## src/ccs_pkg.sv

```systemverilog
// Shared types, constants and month length helper for the calendar clock.
`timescale 1ns / 1ps

package ccs_pkg;

    localparam logic [6:0] YearMin       = 7'd19;
    localparam logic [6:0] YearMax       = 7'd82;
    localparam logic [3:0] MonthsPerYear = 4'd12;
    localparam logic [4:0] HoursPerDay   = 5'd24;
    localparam logic [5:0] MinPerHour    = 6'd60;
    localparam logic [5:0] SecPerMin     = 6'd60;
    localparam logic [4:0] LeapDays      = 5'd29;
    localparam logic [4:0] MaxDays       = 5'd31;
    localparam logic [1:0] LeapMask      = 2'b11;

    localparam int StampYearShift   = 4 + 5 + 5 + 6 + 6;
    localparam int StampMonthShift  = 5 + 5 + 6 + 6;
    localparam int StampDayShift    = 5 + 6 + 6;
    localparam int StampHourShift   = 6 + 6;
    localparam int StampMinuteShift = 6;

    localparam logic [4:0] DaysInMonth [0:11] = '{
        5'd31, 5'd28, 5'd31, 5'd30, 5'd31, 5'd30,
        5'd31, 5'd31, 5'd30, 5'd31, 5'd30, 5'd31
    };

    typedef enum logic {
        MODE_TICK = 1'b0,
        MODE_SET  = 1'b1
    } mode_t;

    typedef struct packed {
        logic [6:0] year;
        logic [3:0] month;
        logic [4:0] day;
        logic [4:0] hour;
        logic [5:0] minute;
        logic [5:0] second;
    } cal_time_t;

    typedef struct packed {
        mode_t     mode;
        cal_time_t set_time;
    } item_t;

    typedef struct packed {
        cal_time_t cal;
        logic      accepted;
    } step_res_t;

    // Months outside 1..12 count as 31 days so every compare stays total.
    function automatic logic [4:0] month_len(input logic [6:0] year, input logic [3:0] month);
        logic [4:0] len;
        begin
            len = MaxDays;
            if (month >= 4'd1 && month <= MonthsPerYear)
            begin
                len = DaysInMonth[month - 4'd1];
                if (month == 4'd2 && (year[1:0] & LeapMask) == 2'b00)
                begin
                    len = LeapDays;
                end
            end
            return len;
        end
    endfunction

endpackage

```

## src/ccs_step.sv

```systemverilog
// Next-state logic: one-second advance with carries, or validated load.
`timescale 1ns / 1ps

module ccs_step (
    input  ccs_pkg::cal_time_t cur,
    input  ccs_pkg::item_t     item,
    output ccs_pkg::step_res_t res
);

    logic [6:0]         sec_inc;
    logic [6:0]         min_inc;
    logic [5:0]         hour_inc;
    logic [5:0]         day_inc;
    logic [4:0]         month_inc;
    logic [7:0]         year_inc;
    logic [4:0]         cur_len;
    logic [4:0]         set_len;
    logic               set_ok;
    ccs_pkg::cal_time_t tick;

    assign sec_inc   = {1'b0, cur.second} + 7'd1;
    assign min_inc   = {1'b0, cur.minute} + 7'd1;
    assign hour_inc  = {1'b0, cur.hour} + 6'd1;
    assign day_inc   = {1'b0, cur.day} + 6'd1;
    assign month_inc = {1'b0, cur.month} + 5'd1;
    assign year_inc  = {1'b0, cur.year} + 8'd1;
    assign cur_len   = ccs_pkg::month_len(cur.year, cur.month);
    assign set_len   = ccs_pkg::month_len(item.set_time.year, item.set_time.month);

    always_comb
    begin
        tick = cur;
        if (sec_inc < {1'b0, ccs_pkg::SecPerMin})
        begin
            tick.second = sec_inc[5:0];
        end
        else
        begin
            tick.second = 6'd0;
            if (min_inc < {1'b0, ccs_pkg::MinPerHour})
            begin
                tick.minute = min_inc[5:0];
            end
            else
            begin
                tick.minute = 6'd0;
                if (hour_inc < {1'b0, ccs_pkg::HoursPerDay})
                begin
                    tick.hour = hour_inc[4:0];
                end
                else
                begin
                    tick.hour = 5'd0;
                    if (day_inc <= {1'b0, cur_len})
                    begin
                        tick.day = day_inc[4:0];
                    end
                    else
                    begin
                        tick.day = 5'd1;
                        if (month_inc <= {1'b0, ccs_pkg::MonthsPerYear})
                        begin
                            tick.month = month_inc[3:0];
                        end
                        else
                        begin
                            tick.month = 4'd1;
                            if (year_inc > {1'b0, ccs_pkg::YearMax})
                            begin
                                tick.year = ccs_pkg::YearMin;
                            end
                            else
                            begin
                                tick.year = year_inc[6:0];
                            end
                        end
                    end
                end
            end
        end
    end

    assign set_ok = item.set_time.year >= ccs_pkg::YearMin
                 && item.set_time.year <= ccs_pkg::YearMax
                 && item.set_time.month >= 4'd1
                 && item.set_time.month <= ccs_pkg::MonthsPerYear
                 && item.set_time.day >= 5'd1
                 && item.set_time.day <= set_len
                 && item.set_time.hour < ccs_pkg::HoursPerDay
                 && item.set_time.minute < ccs_pkg::MinPerHour
                 && item.set_time.second < ccs_pkg::SecPerMin;

    always_comb
    begin
        res.accepted = 1'b0;
        case (item.mode)
            ccs_pkg::MODE_TICK:
            begin
                res.cal = tick;
            end
            ccs_pkg::MODE_SET:
            begin
                res.cal      = set_ok ? item.set_time : cur;
                res.accepted = set_ok;
            end
            default:
            begin
                res.cal = cur;
            end
        endcase
    end

endmodule

```

## src/calendar_clock_with_set_and_pack.sv

```systemverilog
// Top level: input register, calendar state, result register and stamp packing.
//
//  channel | handshake            | payload
//  --------+----------------------+---------------------------------------------
//  in      | in_valid / in_stall  | mode, set_year .. set_second
//  out     | out_valid/ out_stall | cur_year .. cur_second, packed_stamp,
//          |                      | set_accepted
//
// One transaction per cycle while out_stall is low; a result is valid after passing
// two register stages (input register, then the step logic into the result register).
// The one-second carry chain and set validation sit between those two registers.
// Reset (rst_n low) loads 2019-06-06 08:47:56 and empties both registers.
// A stalled result holds; in_stall rises only when both registers are full and
// the result is stalled.
`timescale 1ns / 1ps

module calendar_clock_with_set_and_pack (
    input  logic        clk,
    input  logic        rst_n,
    input  logic        in_valid,
    output logic        in_stall,
    input  logic        mode,
    input  logic [6:0]  set_year,
    input  logic [3:0]  set_month,
    input  logic [4:0]  set_day,
    input  logic [4:0]  set_hour,
    input  logic [5:0]  set_minute,
    input  logic [5:0]  set_second,
    output logic        out_valid,
    input  logic        out_stall,
    output logic [6:0]  cur_year,
    output logic [3:0]  cur_month,
    output logic [4:0]  cur_day,
    output logic [4:0]  cur_hour,
    output logic [5:0]  cur_minute,
    output logic [5:0]  cur_second,
    output logic [31:0] packed_stamp,
    output logic        set_accepted
);

    localparam ccs_pkg::cal_time_t ResetTime = '{
        year: 7'd19, month: 4'd6, day: 5'd6, hour: 5'd8, minute: 6'd47, second: 6'd56
    };

    logic               s1_valid_reg;
    logic               s1_valid_next;
    ccs_pkg::item_t     s1_item_reg;
    ccs_pkg::cal_time_t state_reg;
    ccs_pkg::cal_time_t state_next;
    logic               out_valid_reg;
    logic               out_valid_next;
    ccs_pkg::step_res_t out_res_reg;
    ccs_pkg::step_res_t step_res;
    ccs_pkg::item_t     in_item;
    logic               in_take;
    logic               s1_adv;
    logic [6:0]         year_ofs;

    assign in_item.mode                = ccs_pkg::mode_t'(mode);
    assign in_item.set_time.year       = set_year;
    assign in_item.set_time.month      = set_month;
    assign in_item.set_time.day        = set_day;
    assign in_item.set_time.hour       = set_hour;
    assign in_item.set_time.minute     = set_minute;
    assign in_item.set_time.second     = set_second;

    // The held item moves on when the result slot is empty or being drained.
    assign s1_adv   = s1_valid_reg && (!out_valid_reg || !out_stall);
    assign in_stall = s1_valid_reg && !s1_adv;
    assign in_take  = in_valid && !in_stall;

    ccs_step u_step (
        .cur  (state_reg),
        .item (s1_item_reg),
        .res  (step_res)
    );

    always_comb
    begin
        s1_valid_next = s1_valid_reg;
        if (in_take)
        begin
            s1_valid_next = 1'b1;
        end
        else if (s1_adv)
        begin
            s1_valid_next = 1'b0;
        end
    end

    always_comb
    begin
        out_valid_next = out_valid_reg;
        if (s1_adv)
        begin
            out_valid_next = 1'b1;
        end
        else if (!out_stall)
        begin
            out_valid_next = 1'b0;
        end
    end

    assign state_next = s1_adv ? step_res.cal : state_reg;

    always_ff @(posedge clk or negedge rst_n)
    begin
        if (!rst_n)
        begin
            s1_valid_reg  <= 1'b0;
            out_valid_reg <= 1'b0;
            state_reg     <= ResetTime;
        end
        else
        begin
            s1_valid_reg  <= s1_valid_next;
            out_valid_reg <= out_valid_next;
            state_reg     <= state_next;
        end
    end

    always_ff @(posedge clk)
    begin
        if (in_take)
        begin
            s1_item_reg <= in_item;
        end
        if (s1_adv)
        begin
            out_res_reg <= step_res;
        end
    end

    assign year_ofs = out_res_reg.cal.year - ccs_pkg::YearMin;

    assign out_valid    = out_valid_reg;
    assign cur_year     = out_res_reg.cal.year;
    assign cur_month    = out_res_reg.cal.month;
    assign cur_day      = out_res_reg.cal.day;
    assign cur_hour     = out_res_reg.cal.hour;
    assign cur_minute   = out_res_reg.cal.minute;
    assign cur_second   = out_res_reg.cal.second;
    assign set_accepted = out_res_reg.accepted;
    assign packed_stamp = (32'(year_ofs[5:0]) << ccs_pkg::StampYearShift)
                        | (32'(out_res_reg.cal.month) << ccs_pkg::StampMonthShift)
                        | (32'(out_res_reg.cal.day) << ccs_pkg::StampDayShift)
                        | (32'(out_res_reg.cal.hour) << ccs_pkg::StampHourShift)
                        | (32'(out_res_reg.cal.minute) << ccs_pkg::StampMinuteShift)
                        | 32'(out_res_reg.cal.second);

`ifndef SYNTHESIS
    // The stored clock never leaves its legal ranges.
    a_state_legal: assert property (@(posedge clk) disable iff (!rst_n)
        state_reg.year >= ccs_pkg::YearMin && state_reg.year <= ccs_pkg::YearMax
        && state_reg.month >= 4'd1 && state_reg.month <= ccs_pkg::MonthsPerYear
        && state_reg.day >= 5'd1
        && state_reg.day <= ccs_pkg::month_len(state_reg.year, state_reg.month)
        && state_reg.hour < ccs_pkg::HoursPerDay
        && state_reg.minute < ccs_pkg::MinPerHour
        && state_reg.second < ccs_pkg::SecPerMin)
        else $error("calendar state out of range");

    // Input backpressure only when both stages hold a transaction.
    a_stall_full: assert property (@(posedge clk) disable iff (!rst_n)
        in_stall |-> s1_valid_reg && out_valid_reg && out_stall)
        else $error("input stalled with a free stage");

    // A tick always moves the clock, so its result differs from the prior state.
    a_tick_moves: assert property (@(posedge clk) disable iff (!rst_n)
        s1_adv && s1_item_reg.mode == ccs_pkg::MODE_TICK |=> state_reg != $past(state_reg))
        else $error("tick left the clock unchanged");

    // A stored result matches the clock state right after its update.
    a_result_state: assert property (@(posedge clk) disable iff (!rst_n)
        s1_adv |=> out_res_reg.cal == state_reg)
        else $error("result does not match clock state");
`endif

endmodule

```

## config.mk

```make
export PLATFORM = sky130hd
export DESIGN_NAME = calendar_clock_with_set_and_pack
export DESIGN_NICKNAME = d
export VERILOG_FILES = /design/src/ccs_pkg.sv /design/src/ccs_step.sv /design/src/calendar_clock_with_set_and_pack.sv
export SDC_FILE = /design/constraint.sdc
export NUM_CORES = 1
export LEC_CHECK = 0
export ABC_AREA = 0
export BUFFER_PORTS_ARGS = -buffer_cell sky130_fd_sc_hd__buf_2
export CORE_MARGIN = 5
export CORE_UTILIZATION = 40
export CTS_BUF_LIST = sky130_fd_sc_hd__clkbuf_4 sky130_fd_sc_hd__clkbuf_8 sky130_fd_sc_hd__clkbuf_16
export DETAILED_ROUTE_END_ITERATION = 6
export SYNTH_ARGS = -nofsm -noshare
export SYNTH_HDL_FRONTEND = slang
export SYNTH_HIERARCHICAL = 1
export SYNTH_SLANG_ARGS = --single-unit
```

## constraint.sdc

```tcl
create_clock -name clk -period 5.3 [get_ports clk]
set_input_delay 1.06 -clock clk [delete_from_list [all_inputs] [get_ports clk]]
set_output_delay 1.06 -clock clk [all_outputs]
set_load 0.005 [all_outputs]
```

==> impl_metrics.toml, run 1 <==
[global_route]
grt_start_max_net_pins = 46
grt_usage_pct = 15.7
grt.overflow.total = 0
grt_pass1_wl_um = 20500
grt_pass1_vias = 3960
antenna_found_initial = 0

[sta]
max_freq_mhz = 250
period_share_pct = 75.5
fin_tns_setup_ns = 0
period_minus_slack_ns = 4.00
slew_violations = 0
max-slew-margin-rel_pct = 38.8
setup_viol = 0
clock_skew_ns = 0.0144
hold_viol = 0
rsz0062_at_grt = "no"
worst_slew_pin_slew_ns = 0.918

[clock_network]
clock_sinks = 103
clock_path_buffers = 2
cts_buffers = 9
worstSkewPairLatency_ns = 0.36
post_cts_buffers = 0
clk_pin_slew_worst_paths_ns = 0.07
htreeDepth = 3
hold_buffers = 0
cts-root-buf = "clkbuf_16"
tritoncts = "yes"
cts_resized = 0

[setup_path]
rrSetupSlack_ns = 1.30
worstSetupPathType = "reg2reg"
worst-path-buf-inv = 1
end_kind = "flop"
critical_path.cell_chain = "inv_1 -> ha_1 -> o21ai_0 -> a21oi_1 -> a41oi_1 -> nor2_1 -> a41oi_1 -> o22ai_1 -> ha_1 -> a211oi_1 -> nor4b_4 -> o2111ai_2 -> a32o_1 -> a211o_1 -> mux2_2"
crit_slowest_cell = "nor4b_4"
start_kind = "flop"
critical_path.top_delay_family = "compound AO/OA/AOI/OAI gates"
crit_arrival_ns = 4.25
critical_path.max_stage_delay_ns = 0.50
reg2reg_from = "state_reg[22]"
r2r_cells = 15
crit_required_ns = 5.55
worstReg2RegEnd = "state_reg[28]"
path_max_fanout = 9

[cells_and_area]
syn2layout_area_growth_pct = 14.5
design_area_sq_mm = 0.00655
ff_latch_area_sq_mm = 0.00294
largest_reg_flops = 34
antennaDiodeCount = 0
drive_above_1_share_pct = 35.6
fillers = 1273
multiInputGateArea_sq_mm = 0.00241
final_nets = 609

[floorplanning]
die_height_um = 130
ios = 106
die_area_sq_mm = 0.0168
rows = 43
start_util_pct = 41.0
die_w_um = 130
coreArea_sq_mm = 0.0139

[min_path]
hp-class = "reg2reg"
hold_depth = 1
hold_path_end = "out_valid"
min_from = "s1_valid_reg"

[drt]
num_vias = 4166
routedWlPerCell_um = 18.0
via_per_inst = 5.64
postRouteAntennaNets = 0
wl_um = 13300
dr.pass1.iters = 5
drtIter0Drc = 286
remaining_drc_errors = 0

[pwr]
p_sw_w = 0.00119
internal_power_w = 0.00212
share_seq_of_total_power_pct = 42.7
p_per_area_mw_per_mm2 = 506
p_comb_share_pct = 34.7
clkPwrFrac_pct = 22.6
p_sw_share_pct = 36.0
p_leak_nw = 2.66
ir_worst_vdd_uv = 321

[place]
hpwl_um = 9660
portBuffers = 105
gp_congestion = 0.883
place_area_sq_mm = 0.00621

[yosys]
synth_common_cells = "edfxtp_1, mux2_2, buf_4, nand2_1, o21ai_0"
syn-num-nets = 529
yosysMostFrequentCell = "edfxtp_1"
ys_ff_latch = 103
syn_inst = 474
yosys_warnings = 6
synth-main-ff-cell = "edfxtp_1"
syn_area_per_cell_sq_um = 12.1
yosysTopAreaCellShare_pct = 35.7
synth_edf_count = 68
synth.area.top_cells = "edfxtp_1, dfrtp_1, dfstp_2"
synth_area_leader_cell = "edfxtp_1"
syn_area_sq_mm = 0.00572
synth.yosys.seq_area_share_pct = 51.4
ys_types = 78
async_flop_share_pct = 34.0

[flow_run]
max-cap-violations = 0

[outcome]
outcome = "finished clean"
-- power groups by stage --
stage | combinational [W] | clock [W] | sequential, W
3_5_place_dp | 0.00114 | 0 | 0.00143
5_1_grt | 0.00126 | 0.000803 | 0.00145
6_report | 0.00115 | 0.000747 | 0.00141
2_1_floorplan | 0.000896 | 0 | 0.00134
4_1_cts | 0.00115 | 0.000770 | 0.00141
3_3_place_gp | 0.00111 | 0 | 0.00142
-- per-layer routing --
| metal | GRT usage (%) | vias up | wire [um] |
|---|---|---|---|
| met5 | 0 | - | 0 |
| met4 | 6.05 | 0 | 313 |
| met3 | 4.33 | 29 | 868 |
| met2 | 25.2 | 152 | 6310 |
| met1 | 20.4 | 2004 | 5790 |
| li1 | - | 1981 | - |
-- metrics by stage --
step                hold WS [ns]  setup slack, ns  utilization (%)  total power [W]  std cells
global route               0.512            0.981             47.0          0.00352        739
detailed placement         0.475             1.37             44.6          0.00257        723
global placement           0.459             1.51             44.6          0.00253        723
finish                     0.489             1.30             47.0          0.00331        739
floorplan                  0.451             1.80                -          0.00224        474
CTS                        0.491             1.35             47.0          0.00333        739
-- layout by cell type (no fill, tap or decap), drive strengths merged, types with 5 or more instances in the layout --
cell type,instances
ha,17
a221o,7
o22ai,7
a21o,5
clkbuf,10
dfrtp,19
inv,26
mux2i,5
nand2,29
dfstp,16
a211o,6
nand3,22
nor3,14
nor2,14
buf,107
a21oi,17
o221a,6
and2,7
o211ai,6
edfxtp,68
o21ai,25
mux2,34
a32oi,5
-- cells by family (layout without fill, tap and decap cells) --
kind of cell	after synthesis	count (layout)	synth area share, %
AO/OA/AOI/OAI	124	124	17.6
XOR/XNOR	8	8	1.23
adder cells (fa/ha/maj)	17	17	3.72
buffers and inverters	60	145	6.44
flip-flops	103	103	51.4
multiplexers	39	39	7.57
AND/OR/NAND/NOR	123	123	12.1
-- worst max-delay path by stage --
stage	slack, ns	start	cells past startpoint	end
5_1_grt	0.98	state_reg[22]	14	state_reg[28]
6_report	1.30	state_reg[22]	15	state_reg[28]
3_3_place_gp	1.51	state_reg[22]	15	state_reg[28]
2_1_floorplan	1.80	state_reg[22]	15	state_reg[28]
4_1_cts	1.35	state_reg[22]	15	state_reg[28]
3_5_place_dp	1.37	state_reg[22]	15	state_reg[28]
-- layout make-up --
class                           count  area share, %
Inverter                           22           1.26
Sequential cell                   103           44.9
Timing Repair Buffer              107           8.45
Clock buffer                       10           3.65
Multi-Input combinational cell    311           36.8
Tap cell                          180           3.44
Clock inverter                      6           1.49
Power figures use the tool's default switching activity.
==> run 2, diff against run 1 <==
clock period = 3.6 ns   (was 5.3 ns; I/O delays follow)
==> run 2 against run 1 <==
Hold slack got worse by 0.015 ns. Sequential power increased by 46%. Non-clock buffer count increased by 18. Cell count is 2.4% higher. Count of clock-buffer cells in the layout unchanged. Setup slack lost 1.2 ns. Total power increased by 51%. Final area rose by 2.8%. Via count up 2.4%. Global-route usage grew 0.31 points. Largest cell class unchanged. Die area did not move. Clock skew shrank 0.0044 ns.
==> impl_metrics.toml, run 2 (synthesis results as in run 1) <==
[pwr]
p_sw_w = 0.00182
internal_power_w = 0.00318
p_per_area_mw_per_mm2 = 743
clkPwrFrac_pct = 20.1
p_sw_share_pct = 36.4
ir_worst_vdd_uv = 364
p_leak_nw = 2.74
p_comb_share_pct = 38.7
share_seq_of_total_power_pct = 41.2

[clock_network]
clock_path_buffers = 2
cts_buffers = 9
clock_sinks = 103
htreeDepth = 3
clk_pin_slew_worst_paths_ns = 0.07
hold_buffers = 0
tritoncts = "yes"
cts-root-buf = "clkbuf_16"
worstSkewPairLatency_ns = 0.35

[floorplanning]
die_w_um = 130
die_height_um = 130
die_area_sq_mm = 0.0168
coreArea_sq_mm = 0.0139
ios = 106
rows = 43
start_util_pct = 41.0

[global_route]
grt_start_max_net_pins = 50
grt_usage_pct = 16.1
grt_pass1_wl_um = 21100
antenna_found_initial = 0
grt_pass1_vias = 4232
grt.overflow.total = 0

[cells_and_area]
final_cell_mix = "buf_2, edfxtp_1, mux2_2"
largest_reg_flops = 34
syn2layout_area_growth_pct = 17.7
final_nets = 627
antennaDiodeCount = 0
design_area_sq_mm = 0.00673
multiInputGateArea_sq_mm = 0.00250
fillers = 1279
drive_above_1_share_pct = 40.6
mostFrequentLayoutCell = "buf_2"
ff_latch_area_sq_mm = 0.00294

[setup_path]
crit_arrival_ns = 3.71
worstSetupPathType = "reg2reg"
worstReg2RegEnd = "state_reg[28]"
start_kind = "flop"
crit_required_ns = 3.84
rrSetupSlack_ns = 0.13
path_max_fanout = 6
reg2reg_from = "state_reg[23]"
r2r_cells = 16
end_kind = "flop"

[sta]
worst_slew_pin_slew_ns = 0.864
hold_viol = 0
fin_tns_setup_ns = 0
slew_violations = 0
setup_ws_ns = 0.130
period_minus_slack_ns = 3.47
max_freq_mhz = 288
setup_viol = 0
max-slew-margin-rel_pct = 42.4
clock_skew_ns = 0.0100
period_share_pct = 96.4

[drt]
drtIter0Drc = 343
dr.pass1.iters = 5
num_vias = 4266
remaining_drc_errors = 0
wl_um = 13400
routedWlPerCell_um = 17.7
postRouteAntennaNets = 0
via_per_inst = 5.64

[place]
portBuffers = 105
hpwl_um = 9570
gp_congestion = 0.909
place_area_sq_mm = 0.00629
pre_cts_ws_ns = -0.170

[min_path]
hp-class = "in2async"

[outcome]
outcome = "finished clean"

[flow_run]
max-cap-violations = 0
run 2: cell count changes in the layout (fill, tap and decap cells not counted), sizes merged:
cell,delta
clkinvlp,+1
bufinv,-1
inv,-1
clkinv,+1
buf,+18
run 2: repair_timing:
action,in CTS,in global routing
setup endpoints to repair,16,28
hold endpoints to repair,0,0
setup buffers,3,2
gates cloned,0,0
gates resized for setup,4,22
pin swaps,1,14
run 2: per-stage QoR:
step	utilization (%)	hold WS (ns)	power, W	instances
2_1_floorplan	-	0.424	0.00330	474
3_3_place_gp	45.2	0.458	0.00376	736
3_5_place_dp	45.2	0.472	0.00382	736
4_1_cts	47.7	0.489	0.00491	755
5_1_grt	48.3	0.517	0.00533	757
6_report	48.3	0.474	0.00500	757
run 2: routing by layer:
| layer | vias up | share of wire (%) | global-route usage [%] |
|---|---|---|---|
| met5 | - | 0 | 0 |
| met4 | 0 | 1.8 | 5.44 |
| met3 | 18 | 6.0 | 4.04 |
| met2 | 146 | 49 | 27.4 |
| met1 | 2089 | 43 | 19.9 |
| li1 | 2013 | - | - |
run 2: worst max-delay path, cell delays in order (launching register included):
cell,delay [ns]
dfstp_2,0.59
ha_1,0.23
nand2_2,0.09
a21oi_2,0.14
a41oi_2,0.04
nor2_1,0.14
a41oi_1,0.06
o22ai_1,0.19
ha_1,0.28
a21oi_2,0.22
nor4b_4,0.08
buf_4,0.16
buf_4,0.12
o211a_4,0.26
a32o_1,0.23
a211o_1,0.27
mux2_4,0.26
run 2: area by class of cell:
| class | instances | area share (%) |
|---|---|---|
| inverter | 22 | 1.26 |
| sequential | 103 | 43.7 |
| clock inverter | 6 | 1.12 |
| multi-input combinational | 311 | 37.1 |
| tap | 180 | 3.35 |
| clock buffer | 10 | 3.46 |
| timing repair buffer | 125 | 10.0 |
run 2: how the worst max path moves through the flow:
| stage | start | to | slack (ns) | cells past startpoint |
|---|---|---|---|---|
| finish | state_reg[23] | state_reg[28] | 0.13 | 16 |
| global route | state_reg[23] | state_reg[25] | -0.03 | 16 |
| CTS | state_reg[22] | state_reg[31] | 0.02 | 16 |
| detailed placement | state_reg[22] | state_reg[28] | -0.17 | 14 |
| global placement | state_reg[27] | state_reg[28] | 0.05 | 15 |
| floorplan | state_reg[22] | state_reg[28] | 0.10 | 15 |
run 2: power groups by stage:
stage / sequential (W) / combinational (W) / clock, W
finish: 0.00206 / 0.00193 / 0.00100
global route: 0.00211 / 0.00213 / 0.00108
global placement: 0.00206 / 0.00170 / 0
CTS: 0.00205 / 0.00183 / 0.00103
detailed placement: 0.00207 / 0.00175 / 0
floorplan: 0.00198 / 0.00132 / 0
